## config.mk

```make
export PLATFORM = sky130hd
export DESIGN_NAME = text_line_radio_packetizer
export DESIGN_NICKNAME = d
export VERILOG_FILES = /design/src/design/tlrp_pkg.sv /design/src/design/tlrp_ram.sv /design/src/design/tlrp_cmd_fifo.sv /design/src/design/tlrp_front.sv /design/src/design/tlrp_back.sv /design/src/design/text_line_radio_packetizer.sv
export SDC_FILE = /design/constraint.sdc
export NUM_CORES = 1
export LEC_CHECK = 0
export BUFFER_PORTS_ARGS = -buffer_cell sky130_fd_sc_hd__buf_4
export CAP_MARGIN = 20
export CORE_MARGIN = 3
export CORE_UTILIZATION = 40
export DETAILED_ROUTE_END_ITERATION = 12
export SLEW_MARGIN = 20
export SYNTH_ARGS = -nofsm -noshare
export SYNTH_HDL_FRONTEND = slang
export SYNTH_SLANG_ARGS = --single-unit
```

## constraint.sdc

```tcl
create_clock -name clk_i -period 12.91 [get_ports clk_i]
set_clock_uncertainty 0.05 [all_clocks]
set_input_delay 0.6455 -clock clk_i [delete_from_list [all_inputs] [get_ports clk_i]]
set_output_delay 0.6455 -clock clk_i [all_outputs]
set_load 0.01 [all_outputs]
```

## src/design/tlrp_pkg.sv

```systemverilog
`default_nettype none
package tlrp_pkg;

  localparam int unsigned PAYLOAD_BYTES_DEF = 32;
  localparam int unsigned PAYLOAD_BYTES_MAX = 32;
  localparam int unsigned CNT_W = $clog2(PAYLOAD_BYTES_MAX + 1);
  localparam int unsigned LINE_END_ROOM = 3;

  localparam logic [7:0] CH_CR = 8'd13;
  localparam logic [7:0] CH_LF = 8'd10;
  localparam logic [7:0] CH_NUL = 8'd0;

  typedef struct packed {
    logic [7:0]  text_byte;
    logic [31:0] dest_node;
    logic [2:0]  dest_port;
  } in_item_t;

  typedef struct packed {
    logic [7:0]  packet_byte;
    logic [31:0] packet_node;
    logic [2:0]  packet_port;
    logic        packet_end;
  } out_item_t;

  typedef struct packed {
    logic             bank;
    logic [CNT_W-1:0] count;
    logic [31:0]      node;
    logic [2:0]       port;
    logic             crlf;
    logic             zero;
  } cmd_t;

  typedef struct packed {
    logic valid;
    logic bank;
  } done_t;

endpackage
`default_nettype wire

```

## src/design/tlrp_ram.sv

```systemverilog
`default_nettype none
module tlrp_ram #(
  parameter int unsigned WIDTH = 8,
  parameter int unsigned DEPTH = 64
) (
  input  wire logic                     clk_i,
  input  wire logic                     we_i,
  input  wire logic [$clog2(DEPTH)-1:0] waddr_i,
  input  wire logic [WIDTH-1:0]         wdata_i,
  input  wire logic                     re_i,
  input  wire logic [$clog2(DEPTH)-1:0] raddr_i,
  output logic      [WIDTH-1:0]         rdata_o
);

  logic [WIDTH-1:0] mem_q [DEPTH];
  logic [WIDTH-1:0] rdata_q;

  always_ff @(posedge clk_i) begin
    if (we_i) begin
      mem_q[waddr_i] <= wdata_i;
    end
    if (re_i) begin
      rdata_q <= mem_q[raddr_i];
    end
  end

  assign rdata_o = rdata_q;

endmodule
`default_nettype wire

```

## src/design/tlrp_cmd_fifo.sv

```systemverilog
`default_nettype none
module tlrp_cmd_fifo
  import tlrp_pkg::*;
(
  input  wire logic clk_i,
  input  wire logic rst_ni,
  input  wire logic push_i,
  input  wire cmd_t data_i,
  output logic      full_o,
  input  wire logic pop_i,
  output cmd_t      data_o,
  output logic      empty_o
);

  cmd_t       mem_q [2];
  logic       wptr_q, wptr_d;
  logic       rptr_q, rptr_d;
  logic [1:0] cnt_q, cnt_d;
  logic       do_push, do_pop;

  assign full_o  = (cnt_q == 2'd2);
  assign empty_o = (cnt_q == 2'd0);
  assign do_push = push_i && !full_o;
  assign do_pop  = pop_i && !empty_o;
  assign data_o  = mem_q[rptr_q];

  always_comb begin
    wptr_d = do_push ? ~wptr_q : wptr_q;
    rptr_d = do_pop ? ~rptr_q : rptr_q;
    cnt_d  = cnt_q + {1'b0, do_push} - {1'b0, do_pop};
  end

  always_ff @(posedge clk_i) begin
    if (do_push) begin
      mem_q[wptr_q] <= data_i;
    end
  end

  always_ff @(posedge clk_i or negedge rst_ni) begin
    if (!rst_ni) begin
      wptr_q <= 1'b0;
      rptr_q <= 1'b0;
      cnt_q  <= 2'd0;
    end else begin
      wptr_q <= wptr_d;
      rptr_q <= rptr_d;
      cnt_q  <= cnt_d;
    end
  end

endmodule
`default_nettype wire

```

## src/design/tlrp_front.sv

```systemverilog
`default_nettype none
module tlrp_front
  import tlrp_pkg::*;
#(
  parameter int unsigned PAYLOAD_BYTES = PAYLOAD_BYTES_DEF,
  parameter int unsigned IDX_W = $clog2(PAYLOAD_BYTES)
) (
  input  wire logic             clk_i,
  input  wire logic             rst_ni,
  input  wire logic             push_i,
  input  wire in_item_t         item_i,
  output logic                  full_o,
  output logic                  cmd_push_o,
  output cmd_t                  cmd_o,
  input  wire logic             cmd_full_i,
  input  wire done_t            done_i,
  output logic                  we_o,
  output logic [IDX_W:0]        waddr_o,
  output logic [7:0]            wdata_o
);

  in_item_t         in_q;
  logic             in_valid_q, in_valid_d;
  logic [IDX_W-1:0] fill_q, fill_d;
  logic             bank_q, bank_d;
  logic [1:0]       busy_q, busy_d;
  logic [31:0]      node_q, node_d;
  logic [2:0]       port_q, port_d;

  logic             chg, flush_chg, is_eol, is_nul, store, line, full_flush;
  logic             need_cmd, go, bank_eff, crlf_room;
  logic [IDX_W-1:0] fill_eff;
  logic [IDX_W:0]   fill_inc;

  assign full_o = in_valid_q;

  always_comb begin
    chg        = (in_q.dest_node != node_q) || (in_q.dest_port != port_q);
    flush_chg  = chg && (fill_q != '0);
    fill_eff   = flush_chg ? '0 : fill_q;
    bank_eff   = flush_chg ? ~bank_q : bank_q;
    is_nul     = (in_q.text_byte == CH_NUL);
    is_eol     = (in_q.text_byte == CH_CR) || (in_q.text_byte == CH_LF);
    store      = !is_nul && !is_eol;
    line       = is_eol && (fill_eff != '0);
    fill_inc   = {1'b0, fill_eff} + {{IDX_W{1'b0}}, 1'b1};
    full_flush = store && (fill_inc == (IDX_W+1)'(PAYLOAD_BYTES));
    crlf_room  = {1'b0, fill_eff} < (IDX_W+1)'(PAYLOAD_BYTES - LINE_END_ROOM);
    need_cmd   = flush_chg || line || full_flush;
    go         = in_valid_q && (!need_cmd || !cmd_full_i) && (!store || !busy_q[bank_eff]);

    cmd_o.bank  = flush_chg ? bank_q : bank_eff;
    cmd_o.count = full_flush ? CNT_W'(PAYLOAD_BYTES) : CNT_W'(fill_q);
    cmd_o.node  = flush_chg ? node_q : in_q.dest_node;
    cmd_o.port  = flush_chg ? port_q : in_q.dest_port;
    cmd_o.crlf  = line && crlf_room;
    cmd_o.zero  = !full_flush;
    cmd_push_o  = go && need_cmd;

    we_o    = go && store;
    waddr_o = {bank_eff, fill_eff};
    wdata_o = in_q.text_byte;

    in_valid_d = (in_valid_q && !go) || (push_i && !in_valid_q);
    fill_d     = fill_q;
    bank_d     = bank_q;
    node_d     = node_q;
    port_d     = port_q;
    if (go) begin
      node_d = in_q.dest_node;
      port_d = in_q.dest_port;
      if (store && !full_flush) begin
        fill_d = fill_inc[IDX_W-1:0];
      end else if (store || line) begin
        fill_d = '0;
      end else begin
        fill_d = fill_eff;
      end
      bank_d = (line || full_flush) ? ~bank_eff : bank_eff;
    end

    busy_d = busy_q;
    if (done_i.valid) begin
      busy_d[done_i.bank] = 1'b0;
    end
    if (cmd_push_o) begin
      busy_d[cmd_o.bank] = 1'b1;
    end
  end

  always_ff @(posedge clk_i) begin
    if (push_i && !in_valid_q) begin
      in_q <= item_i;
    end
  end

  always_ff @(posedge clk_i or negedge rst_ni) begin
    if (!rst_ni) begin
      in_valid_q <= 1'b0;
      fill_q     <= '0;
      bank_q     <= 1'b0;
      busy_q     <= 2'b00;
      node_q     <= '0;
      port_q     <= '0;
    end else begin
      in_valid_q <= in_valid_d;
      fill_q     <= fill_d;
      bank_q     <= bank_d;
      busy_q     <= busy_d;
      node_q     <= node_d;
      port_q     <= port_d;
    end
  end

  assert property (@(posedge clk_i) disable iff (!rst_ni)
    we_o |-> !busy_q[bank_eff])
    else $error("write into a bank still being drained");

  assert property (@(posedge clk_i) disable iff (!rst_ni)
    (fill_q != '0) |-> !busy_q[bank_q])
    else $error("gathering bank marked busy");

  assert property (@(posedge clk_i) disable iff (!rst_ni)
    done_i.valid |-> busy_q[done_i.bank])
    else $error("drain done for an idle bank");

  assert property (@(posedge clk_i) disable iff (!rst_ni)
    cmd_push_o |=> busy_q[$past(cmd_o.bank)])
    else $error("flushed bank not held");

endmodule
`default_nettype wire

```

## src/design/tlrp_back.sv

```systemverilog
`default_nettype none
module tlrp_back
  import tlrp_pkg::*;
#(
  parameter int unsigned PAYLOAD_BYTES = PAYLOAD_BYTES_DEF,
  parameter int unsigned IDX_W = $clog2(PAYLOAD_BYTES)
) (
  input  wire logic            clk_i,
  input  wire logic            rst_ni,
  input  wire cmd_t            cmd_i,
  input  wire logic            cmd_empty_i,
  output logic                 cmd_pop_o,
  output done_t                done_o,
  output logic                 re_o,
  output logic [IDX_W:0]       raddr_o,
  input  wire logic [7:0]      rdata_i,
  input  wire logic            pop_i,
  output out_item_t            out_o,
  output logic                 empty_o
);

  localparam int unsigned STEP_W = $clog2(PAYLOAD_BYTES + 4);

  logic [STEP_W-1:0] step_q, step_d;
  logic [STEP_W-1:0] count_ext, total, tail;
  logic              last, in_ram, issue, room;

  out_item_t         meta_q, meta_d;
  logic              use_ram_q;
  logic              rd_valid_q;

  out_item_t         oq_q [4];
  logic [1:0]        owptr_q, orptr_q;
  logic [2:0]        ocnt_q, ocnt_d;
  logic              opop;
  out_item_t         oentry;

  always_comb begin
    count_ext = STEP_W'(cmd_i.count);
    total     = count_ext + {{(STEP_W-2){1'b0}}, cmd_i.crlf, 1'b0}
                + {{(STEP_W-1){1'b0}}, cmd_i.zero};
    last      = (step_q == total - STEP_W'(1));
    in_ram    = step_q < count_ext;
    tail      = step_q - count_ext;
    room      = ({2'b00, rd_valid_q} + ocnt_q) < 3'd4;
    issue     = !cmd_empty_i && room;

    step_d    = step_q;
    if (issue) begin
      step_d = last ? '0 : step_q + STEP_W'(1);
    end
    cmd_pop_o    = issue && last;
    done_o.valid = issue && last;
    done_o.bank  = cmd_i.bank;
    re_o         = issue && in_ram;
    raddr_o      = {cmd_i.bank, step_q[IDX_W-1:0]};

    meta_d.packet_node = cmd_i.node;
    meta_d.packet_port = cmd_i.port;
    meta_d.packet_end  = last;
    if (cmd_i.crlf && tail == '0) begin
      meta_d.packet_byte = CH_CR;
    end else if (cmd_i.crlf && tail == STEP_W'(1)) begin
      meta_d.packet_byte = CH_LF;
    end else begin
      meta_d.packet_byte = CH_NUL;
    end

    oentry = meta_q;
    if (use_ram_q) begin
      oentry.packet_byte = rdata_i;
    end

    opop   = pop_i && (ocnt_q != 3'd0);
    ocnt_d = ocnt_q + {2'b00, rd_valid_q} - {2'b00, opop};
  end

  assign empty_o = (ocnt_q == 3'd0);
  assign out_o   = oq_q[orptr_q];

  always_ff @(posedge clk_i) begin
    if (issue) begin
      meta_q    <= meta_d;
      use_ram_q <= in_ram;
    end
    if (rd_valid_q) begin
      oq_q[owptr_q] <= oentry;
    end
  end

  always_ff @(posedge clk_i or negedge rst_ni) begin
    if (!rst_ni) begin
      step_q     <= '0;
      rd_valid_q <= 1'b0;
      owptr_q    <= 2'd0;
      orptr_q    <= 2'd0;
      ocnt_q     <= 3'd0;
    end else begin
      step_q     <= step_d;
      rd_valid_q <= issue;
      owptr_q    <= owptr_q + {1'b0, rd_valid_q};
      orptr_q    <= orptr_q + {1'b0, opop};
      ocnt_q     <= ocnt_d;
    end
  end

endmodule
`default_nettype wire

```

## src/design/text_line_radio_packetizer.sv

```systemverilog
// Channel   Handshake      Payload     Moves
// input     push / full    item_i      one text byte with its destination
// result    pop / empty    result_o    one payload byte with destination and end flag
//
// An item is accepted into an input register and classified in the following cycle,
// with full held high until it is taken: no new item enters before then. A payload
// flush streams one byte per cycle while the output queue has room, out of the line
// RAM, which holds two banks so the next line gathers while the last one drains.
// Input stalls while a flush meets a full command queue or the write bank is draining.
// Reset clears all control state; the line RAM is not cleared.
`default_nettype none
module text_line_radio_packetizer
  import tlrp_pkg::*;
#(
  parameter int unsigned PAYLOAD_BYTES = PAYLOAD_BYTES_DEF
) (
  input  wire logic     clk_i,
  input  wire logic     rst_ni,
  input  wire logic     push,
  output logic          full,
  input  wire in_item_t item_i,
  input  wire logic     pop,
  output logic          empty,
  output out_item_t     result_o
);

  localparam int unsigned IDX_W = $clog2(PAYLOAD_BYTES);
  localparam int unsigned DEPTH = 2 ** (IDX_W + 1);

  cmd_t           f_cmd, b_cmd;
  logic           f_cmd_push, q_full, q_empty, b_cmd_pop;
  done_t          done;
  logic           we, re;
  logic [IDX_W:0] waddr, raddr;
  logic [7:0]     wdata, rdata;

  tlrp_front #(
    .PAYLOAD_BYTES(PAYLOAD_BYTES),
    .IDX_W(IDX_W)
  ) u_front (
    .clk_i     (clk_i),
    .rst_ni    (rst_ni),
    .push_i    (push),
    .item_i    (item_i),
    .full_o    (full),
    .cmd_push_o(f_cmd_push),
    .cmd_o     (f_cmd),
    .cmd_full_i(q_full),
    .done_i    (done),
    .we_o      (we),
    .waddr_o   (waddr),
    .wdata_o   (wdata)
  );

  tlrp_cmd_fifo u_cmd_fifo (
    .clk_i  (clk_i),
    .rst_ni (rst_ni),
    .push_i (f_cmd_push),
    .data_i (f_cmd),
    .full_o (q_full),
    .pop_i  (b_cmd_pop),
    .data_o (b_cmd),
    .empty_o(q_empty)
  );

  tlrp_ram #(
    .WIDTH(8),
    .DEPTH(DEPTH)
  ) u_line_ram (
    .clk_i  (clk_i),
    .we_i   (we),
    .waddr_i(waddr),
    .wdata_i(wdata),
    .re_i   (re),
    .raddr_i(raddr),
    .rdata_o(rdata)
  );

  tlrp_back #(
    .PAYLOAD_BYTES(PAYLOAD_BYTES),
    .IDX_W(IDX_W)
  ) u_back (
    .clk_i      (clk_i),
    .rst_ni     (rst_ni),
    .cmd_i      (b_cmd),
    .cmd_empty_i(q_empty),
    .cmd_pop_o  (b_cmd_pop),
    .done_o     (done),
    .re_o       (re),
    .raddr_o    (raddr),
    .rdata_i    (rdata),
    .pop_i      (pop),
    .out_o      (result_o),
    .empty_o    (empty)
  );

endmodule
`default_nettype wire

```

* After elaboration in Yosys (flattened, before gate mapping)
Memory sizes are Yosys's and may differ from the RTL's. A register that Yosys moved wholly into a read port is not among the register bits. Cells that the tools add are included.
Operators by class: add/sub/neg operators 12, order comparisons 8, eq/ne operators 8, mux-type cells 26, bitwise operators 7, reductions and logical operators 48
Operators with widths (number):
- $mux W32 | 1
- $ne A32 B32 Y1 | 1
- $logic_and A1 B1 Y1 | 22
- $eq A8 B4 Y1 const B | 2
- $mux W5 | 3
- $mux W1 | 13
- $mux W6 | 2
- $logic_not A1 Y1 | 10
- $reduce_bool A5 Y1 | 2
- $logic_or A1 B1 Y1 | 9
- $logic_not A8 Y1 | 1
- $mux W8 | 1
- $add A2 B1 Y2 | 3
- $add A5 B1 Y6 const B | 1
- $add A6 B1 Y6 | 1
- $add A6 B1 Y6 const B | 1
- $add A6 B2 Y6 | 1
- $eq A6 B1 Y1 const B | 1
- $eq A6 B6 Y1 | 1
- $eq A6 B6 Y1 const B | 1
- $logic_not A6 Y1 | 1
- $lt A1 B2 Y1 const B | 3
- $lt A6 B6 Y1 | 1
- $sub A6 B1 Y6 const B | 1
- other kinds (20) | 26
Word-level totals: register bits after elaboration 150, RAM bits 776, input bits 47, output and inout bits 46, logic and storage cells 134, memories 3
Memory list:
- u_line_ram.mem_q | depth 64, bits a word 8, rd ports 1, clocked after memory_dff 1, write ports 1, RTL line tlrp_ram.sv:15 | logic [WIDTH-1:0] mem_q [DEPTH];
- u_back.oq_q | depth 4, bits a word 44, rd ports 1, clocked after memory_dff 0, write ports 1, RTL line tlrp_back.sv:32 | out_item_t oq_q [4];
- u_cmd_fifo.mem_q | depth 2, bits a word 44, rd ports 1, clocked after memory_dff 0, write ports 1, RTL line tlrp_cmd_fifo.sv:15 | cmd_t mem_q [2];

* Logic depth before layout (Yosys ltp)
word-level depth 16, depth in mapped cells 18, gate-level depth less buffers 16

* Cells and area by module
Synthesis repeated with hierarchy kept, for this count alone.
Second synthesis, totals: cell total of the unflattened synthesis 1847, area total of the unflattened synthesis 37233.2 um^2
By module, submodules not included:
- tlrp_ram | instances 1, cells each 940, area each 20246.9 um^2, seq. area each 15615.0 um^2
- tlrp_back | instances 1, cells each 430, area each 8904.8 um^2, seq. area each 6836.6 um^2
- tlrp_front | instances 1, cells each 322, area each 4505.6 um^2, seq. area each 2392.3 um^2
- tlrp_cmd_fifo | instances 1, cells each 155, area each 3575.9 um^2, seq. area each 2742.6 um^2

* Worst setup path before layout
Ideal clock, no wire load.
kind flip-flop to flip-flop, from reg u_front.in_q[9] (netlist bit), to mem u_cmd_fifo.mem_q[0][0] (netlist bit) (enable), library setup time 500 ps, data arrival time 5801 ps, data required time 12360 ps, path slack 6559 ps, cell stages (with the launch flop) 14, buffers on the path 1, period minus slack after synthesis 6351 ps, path through edfxtp_1 xor2_1 nor4_1 nand4_1 nor3_4 clkbuf_1 nand2_1 ha_1 inv_1 or4_1 nand4b_1 o21bai_1 and3_1 nor3_1
Between the ends: cells in the longest elaborated chain, start to end 16, elaborated cells between the ends (all ways) 24, classes of those cells 1 x add/sub; 2 x eq/ne; 6 x mux; 15 x reduce/logical
Ends and longest elaborated chain:
- start, declared | RTL line tlrp_front.sv:22 | in_item_t in_q;
- start signal, assigned | RTL line tlrp_front.sv:93 | in_q <= item_i;
- $ne A32 B32 Y1 (*) | RTL line tlrp_front.sv:38 | chg = (in_q.dest_node != node_q) || (in_q.dest_port != port_q);
- $logic_or A1 B1 Y1 (*) | RTL line tlrp_front.sv:38
- $logic_and A1 B1 Y1 (*) | RTL line tlrp_front.sv:39 | flush_chg = chg && (fill_q != '0);
- $mux W5 | RTL line tlrp_front.sv:40 | fill_eff = flush_chg ? '0 : fill_q;
- $add A5 B1 Y6 / $reduce_bool A5 Y1 (equally long branches) | RTL line tlrp_front.sv:46, tlrp_front.sv:45
- $eq A6 B6 Y1 / $logic_and A1 B1 Y1 (equally long branches) | RTL line tlrp_front.sv:47, tlrp_front.sv:45
- $logic_and A1 B1 Y1 / $logic_or A1 B1 Y1 (equally long branches) | RTL line tlrp_front.sv:47, tlrp_front.sv:49
- $logic_or A1 B1 Y1 | RTL line tlrp_front.sv:49 | need_cmd = flush_chg || line || full_flush;
- $logic_not A1 Y1 | RTL line tlrp_front.sv:50 | go = in_valid_q && (!need_cmd || !cmd_full_i) && (!store || !busy_q[bank_eff]);
- $logic_or A1 B1 Y1 | RTL line tlrp_front.sv:50
- $logic_and A1 B1 Y1 (2 in series) | RTL line tlrp_front.sv:50
- $logic_and A1 B1 Y1 (*) | RTL line tlrp_front.sv:58 | cmd_push_o = go && need_cmd;
- $logic_and A1 B1 Y1 (*) | RTL line tlrp_cmd_fifo.sv:23 | assign do_push = push_i && !full_o;
- $mux W1 (*) | RTL line tlrp_cmd_fifo.sv:34 | if (do_push) begin
- $mux W1 (implied by the code) (*) | RTL line tlrp_cmd_fifo.sv:35 | mem_q[wptr_q] <= data_i;
- end, declared | RTL line tlrp_cmd_fifo.sv:15
Every way passes the cells marked *; elsewhere a longest branch is shown, timed or not. The select of a mux whose other input is x is not followed.

* Worst setup path after layout
from reg u_front.in_q[25] (netlist bit), to mem u_line_ram.mem_q[376][6], in the netlist u_line_ram.mem_q[47][6] (enable)
Between the ends: cells in the longest elaborated chain, start to end 15, elaborated cells between the ends (all ways) 23, classes of those cells 1 x add/sub; 2 x eq/ne; 6 x mux; 14 x reduce/logical
Ends and longest elaborated chain:
- $ne A32 B32 Y1 (*) | RTL line tlrp_front.sv:38
- $logic_or A1 B1 Y1 (*) | RTL line tlrp_front.sv:38
- $logic_and A1 B1 Y1 (*) | RTL line tlrp_front.sv:39
- $mux W5 | RTL line tlrp_front.sv:40
- $add A5 B1 Y6 / $reduce_bool A5 Y1 (equally long branches) | RTL line tlrp_front.sv:46, tlrp_front.sv:45
- $eq A6 B6 Y1 / $logic_and A1 B1 Y1 (equally long branches) | RTL line tlrp_front.sv:47, tlrp_front.sv:45
- $logic_and A1 B1 Y1 / $logic_or A1 B1 Y1 (equally long branches) | RTL line tlrp_front.sv:47, tlrp_front.sv:49
- $logic_or A1 B1 Y1 | RTL line tlrp_front.sv:49
- $logic_not A1 Y1 | RTL line tlrp_front.sv:50
- $logic_or A1 B1 Y1 | RTL line tlrp_front.sv:50
- $logic_and A1 B1 Y1 (2 in series) | RTL line tlrp_front.sv:50
- $logic_and A1 B1 Y1 | RTL line tlrp_front.sv:60 | we_o = go && store;
- $mux W1 | RTL line tlrp_ram.sv:19 | if (we_i) begin
- $mux W1 (implied by the code) | RTL line tlrp_ram.sv:20 | mem_q[waddr_i] <= wdata_i;
- end, declared | RTL line tlrp_ram.sv:15
Marked as above.

==> impl_metrics.tcl <==
set metrics [dict create \
    p_per_area_nw_per_um2 224 \
    cts_resized 0 \
    viasPerCell 5.45 \
    synth_edf_count 867 \
    tightest_slew_ns 1.13 \
    grt_max_degree 69 \
    firstDrtPassIters 5 \
    finalSetupViolations 0 \
    coreArea_um2 89200 \
    ys.flop_type "edfxtp_1" \
    crit-reg2reg-launch "u_front.in_q[25]$_DFFE_PP_" \
    fin_crit_sh_pct 43.2 \
    timing.final.crit_period_ns 5.58 \
    drt_iter0_drc 1381 \
    cp_slowest_cell "or4_1" \
    ioPinCount 93 \
    cts_tree "built" \
    drc 0 \
    antenna_cells 0 \
    synthArstFlopShare_pct 6.67 \
    grt_pass1_vias 17600 \
    path_cells "xor2_1 > nor4_1 > nand4_1 > nor3_4 > nor2_1 > ha_1 > mux2i_1 > o21a_1 > clkinv_1 > or4_1 > nor2_1" \
    p_comb_share_pct 26.1 \
    nFillCells 7290 \
    irDropWorstVdd_mv 0.125 \
    clk_path_buf_depth 3 \
    crit_buf_inv 1 \
    cts-htree-levels 3 \
    cp.required_ns 13.13 \
    ff2ff_path_depth 11 \
    postCtsSetupBuffers 0 \
    clk-insertion-delay-late_ns 0.65 \
    groute.usage.overall_pct 16.6 \
    fmax_mhz 179 \
    dp_slack_ns 7.40 \
    cp_max_fo 18 \
    p_seq_share_pct 45.5 \
    dieArea_um2 94500 \
    p_int_mw 6.59 \
    fin_setup_tns_ns 0 \
    crit_path_frequent_cell "nor2_1" \
    ant_nets 0 \
    p_sw_share_pct 29.0 \
    crit_arrival_ns 5.80 \
    hpwl_um 48300 \
    dp.cells 2906 \
    avgSynthCellArea_um2 21.5 \
    r2r-end "u_line_ram.mem_q[47][6]$_DFFE_PP_" \
    slew_violations 0 \
    overflow 0 \
    rsz0062_at_grt "no" \
    seq_area_frac_synth_pct 75.9 \
    crit_family "simple AND/OR/NAND/NOR gates" \
    gp_congestion 0.812 \
    layout_setup_ws_ns 7.33 \
    critPathKind "register to register" \
    start_util_pct 40.7 \
    p_clk_share_pct 28.4 \
    io_buffers 92 \
    die_x_um 307 \
    cts-buffers-inserted 94 \
    finalWirelength_um 77500 \
    hold_path_class "primary input to async pin" \
    nets 1912 \
    ys_ff_latch 929 \
    outcome "completed" \
    max_stage_delay_ns 0.97 \
    net-switching-power_mw 2.69 \
    yosysWarnings 0 \
    cts_hold_buf 0 \
    end_kind "register" \
    grt_pass1_wl_um 117000 \
    finalNonFillerCells 3077 \
    synthCells 1691 \
    die_y_um 307 \
    area_growth_pct 14.4 \
    clkTransAtPathRegs_ns 0.06 \
    crit_path_start_kind "register" \
    slew_headroom_pct 24.1 \
    wire_per_inst_um 25.2 \
    drv_cap 0 \
    grt_antenna_before_repair 2 \
    layout_common_cells "867 x edfxtp_1, 212 x mux4_2, 130 x buf_4" \
    synth_area_um2 36300 \
    clockRootBuffer "clkbuf_16" \
    ff2ff_setup_slack_ns 7.33 \
    std_cell_rows 109 \
    drive_gt1_share_pct 32.7 \
    synthDistinctLibCells 59 \
    hold_violations 0 \
    layout_commonest_cell "edfxtp_1" \
    synth_fp_nets 1766 \
    leakagePower_nw 13.3 \
    cts_sinks 929 \
    vias 16800 \
]
## worst reg2reg max path, delay by kind of cell, from the launching register on
| family | cells | cell delay, ns |
|---|---|---|
| buffers and inverters | 1 | 0.36 |
| XOR/XNOR | 1 | 0.17 |
| flip-flops | 1 | 0.42 |
| adder cells (fa/ha/maj) | 1 | 0.51 |
| AND/OR/NAND/NOR | 6 | 3.20 |
| AO/OA/AOI/OAI | 1 | 0.27 |
| multiplexers | 1 | 0.23 |
## cell usage after synthesis (all sizes together), types with 3 or more instances
cell type  instances  area (µm²)
mux2             108        1220
a21oi              8        40.0
dfrtp             62        1550
o21ai             15        78.8
nor4              22         138
or3                4        25.0
or2                3        18.8
edfxtp           867       26000
and2              12        75.1
xnor2             18         158
a21o               4        30.0
and3               4        25.0
ha                26         325
nand2             32         120
nand4              4        25.0
nor3              23         126
clkbuf            36         136
nor2b              7        43.8
nand2b             8        50.1
inv               26        97.6
xor2              41         359
or4                6        45.0
o31ai              3        22.5
nor2              48         188
mux2i             10         100
mux4             212        4770
nand3             12        65.1
buf               44         211
## layer usage
metal | GRT usage, % | part of all wire [%] | routed length (µm) | up-vias
met1 | 22.8 | 42 | 32600 | 8882
met3 | 3.68 | 6.4 | 4950 | 129
met2 | 26.8 | 49 | 38000 | 529
met5 | 0 | 0 | 0 | -
met4 | 5.08 | 2.5 | 1970 | 0
li1 | - | - | - | 7241
## stage by stage
stage	hold WS, ns	cell area, µm²	utilization, %	power (mW)
after floorplan	0.300	36300	-	5.85
after global placement	0.420	38500	43.1	6.69
after detailed placement	0.429	38500	43.2	6.75
after CTS	0.0762	41500	46.6	9.39
after global routing	0.105	41500	46.6	9.71
final	0.0534	41500	46.6	9.29
## cell type report
type                    instances  area, µm²  area share, %
clock buffers                 119       2540           6.11
multi-input cells             655       8400           20.2
inverters                      27        101          0.244
clock inverters                52        474           1.14
repair buffers                130        976           2.35
flip-flops and latches        929      27600           66.4
well taps                    1165       1460           3.51
## worst max path at each step
stage	cells past startpoint	from	to
global route	11	u_front.in_q[13]$_DFFE_PP_	u_line_ram.mem_q[47][3]$_DFFE_PP_
global placement	11	u_front.in_q[13]$_DFFE_PP_	u_line_ram.mem_q[15][3]$_DFFE_PP_
floorplan	13	u_front.in_q[9]$_DFFE_PP_	u_cmd_fifo.mem_q[0][0]$_DFFE_PP_
detailed placement	11	u_front.in_q[25]$_DFFE_PP_	u_line_ram.mem_q[47][7]$_DFFE_PP_
finish	11	u_front.in_q[25]$_DFFE_PP_	u_line_ram.mem_q[47][6]$_DFFE_PP_
CTS	11	u_front.in_q[25]$_DFFE_PP_	u_line_ram.mem_q[47][6]$_DFFE_PP_
## registers in the layout, summed over array words and instances, names as in the netlist, 5 cells and up
register,flops
u_back.meta_q,39
u_front.in_q,35
u_back.oq_q,176
u_back.step_q,6
u_line_ram.mem_q,512
u_cmd_fifo.mem_q,88
u_front.wdata_o,8
u_front.node_q,32
u_line_ram.rdata_o,8
u_front.fill_q,5
## cell families (layout without fill, tap and decap cells)
family	Yosys count	after routing	share of synthesized area [%]
flip-flops	929	929	75.9
multiplexers	330	330	16.8
AND/OR/NAND/NOR	191	191	2.73
buffers and inverters	107	328	1.24
XOR/XNOR	59	59	1.42
AO/OA/AOI/OAI	47	47	0.899
adder cells (fa/ha/maj)	28	28	1.01
## power groups by stage
| stage | Sequential (mW) | Combinational (mW) | Clock [mW] |
|---|---|---|---|
| global placement | 4.26 | 2.43 | 0 |
| floorplan | 4.15 | 1.70 | 0 |
| CTS | 4.24 | 2.47 | 2.69 |
| global route | 4.28 | 2.61 | 2.82 |
| finish | 4.23 | 2.42 | 2.63 |
| detailed placement | 4.29 | 2.46 | 0 |
Note: power is estimated with default switching activity, not from simulation.
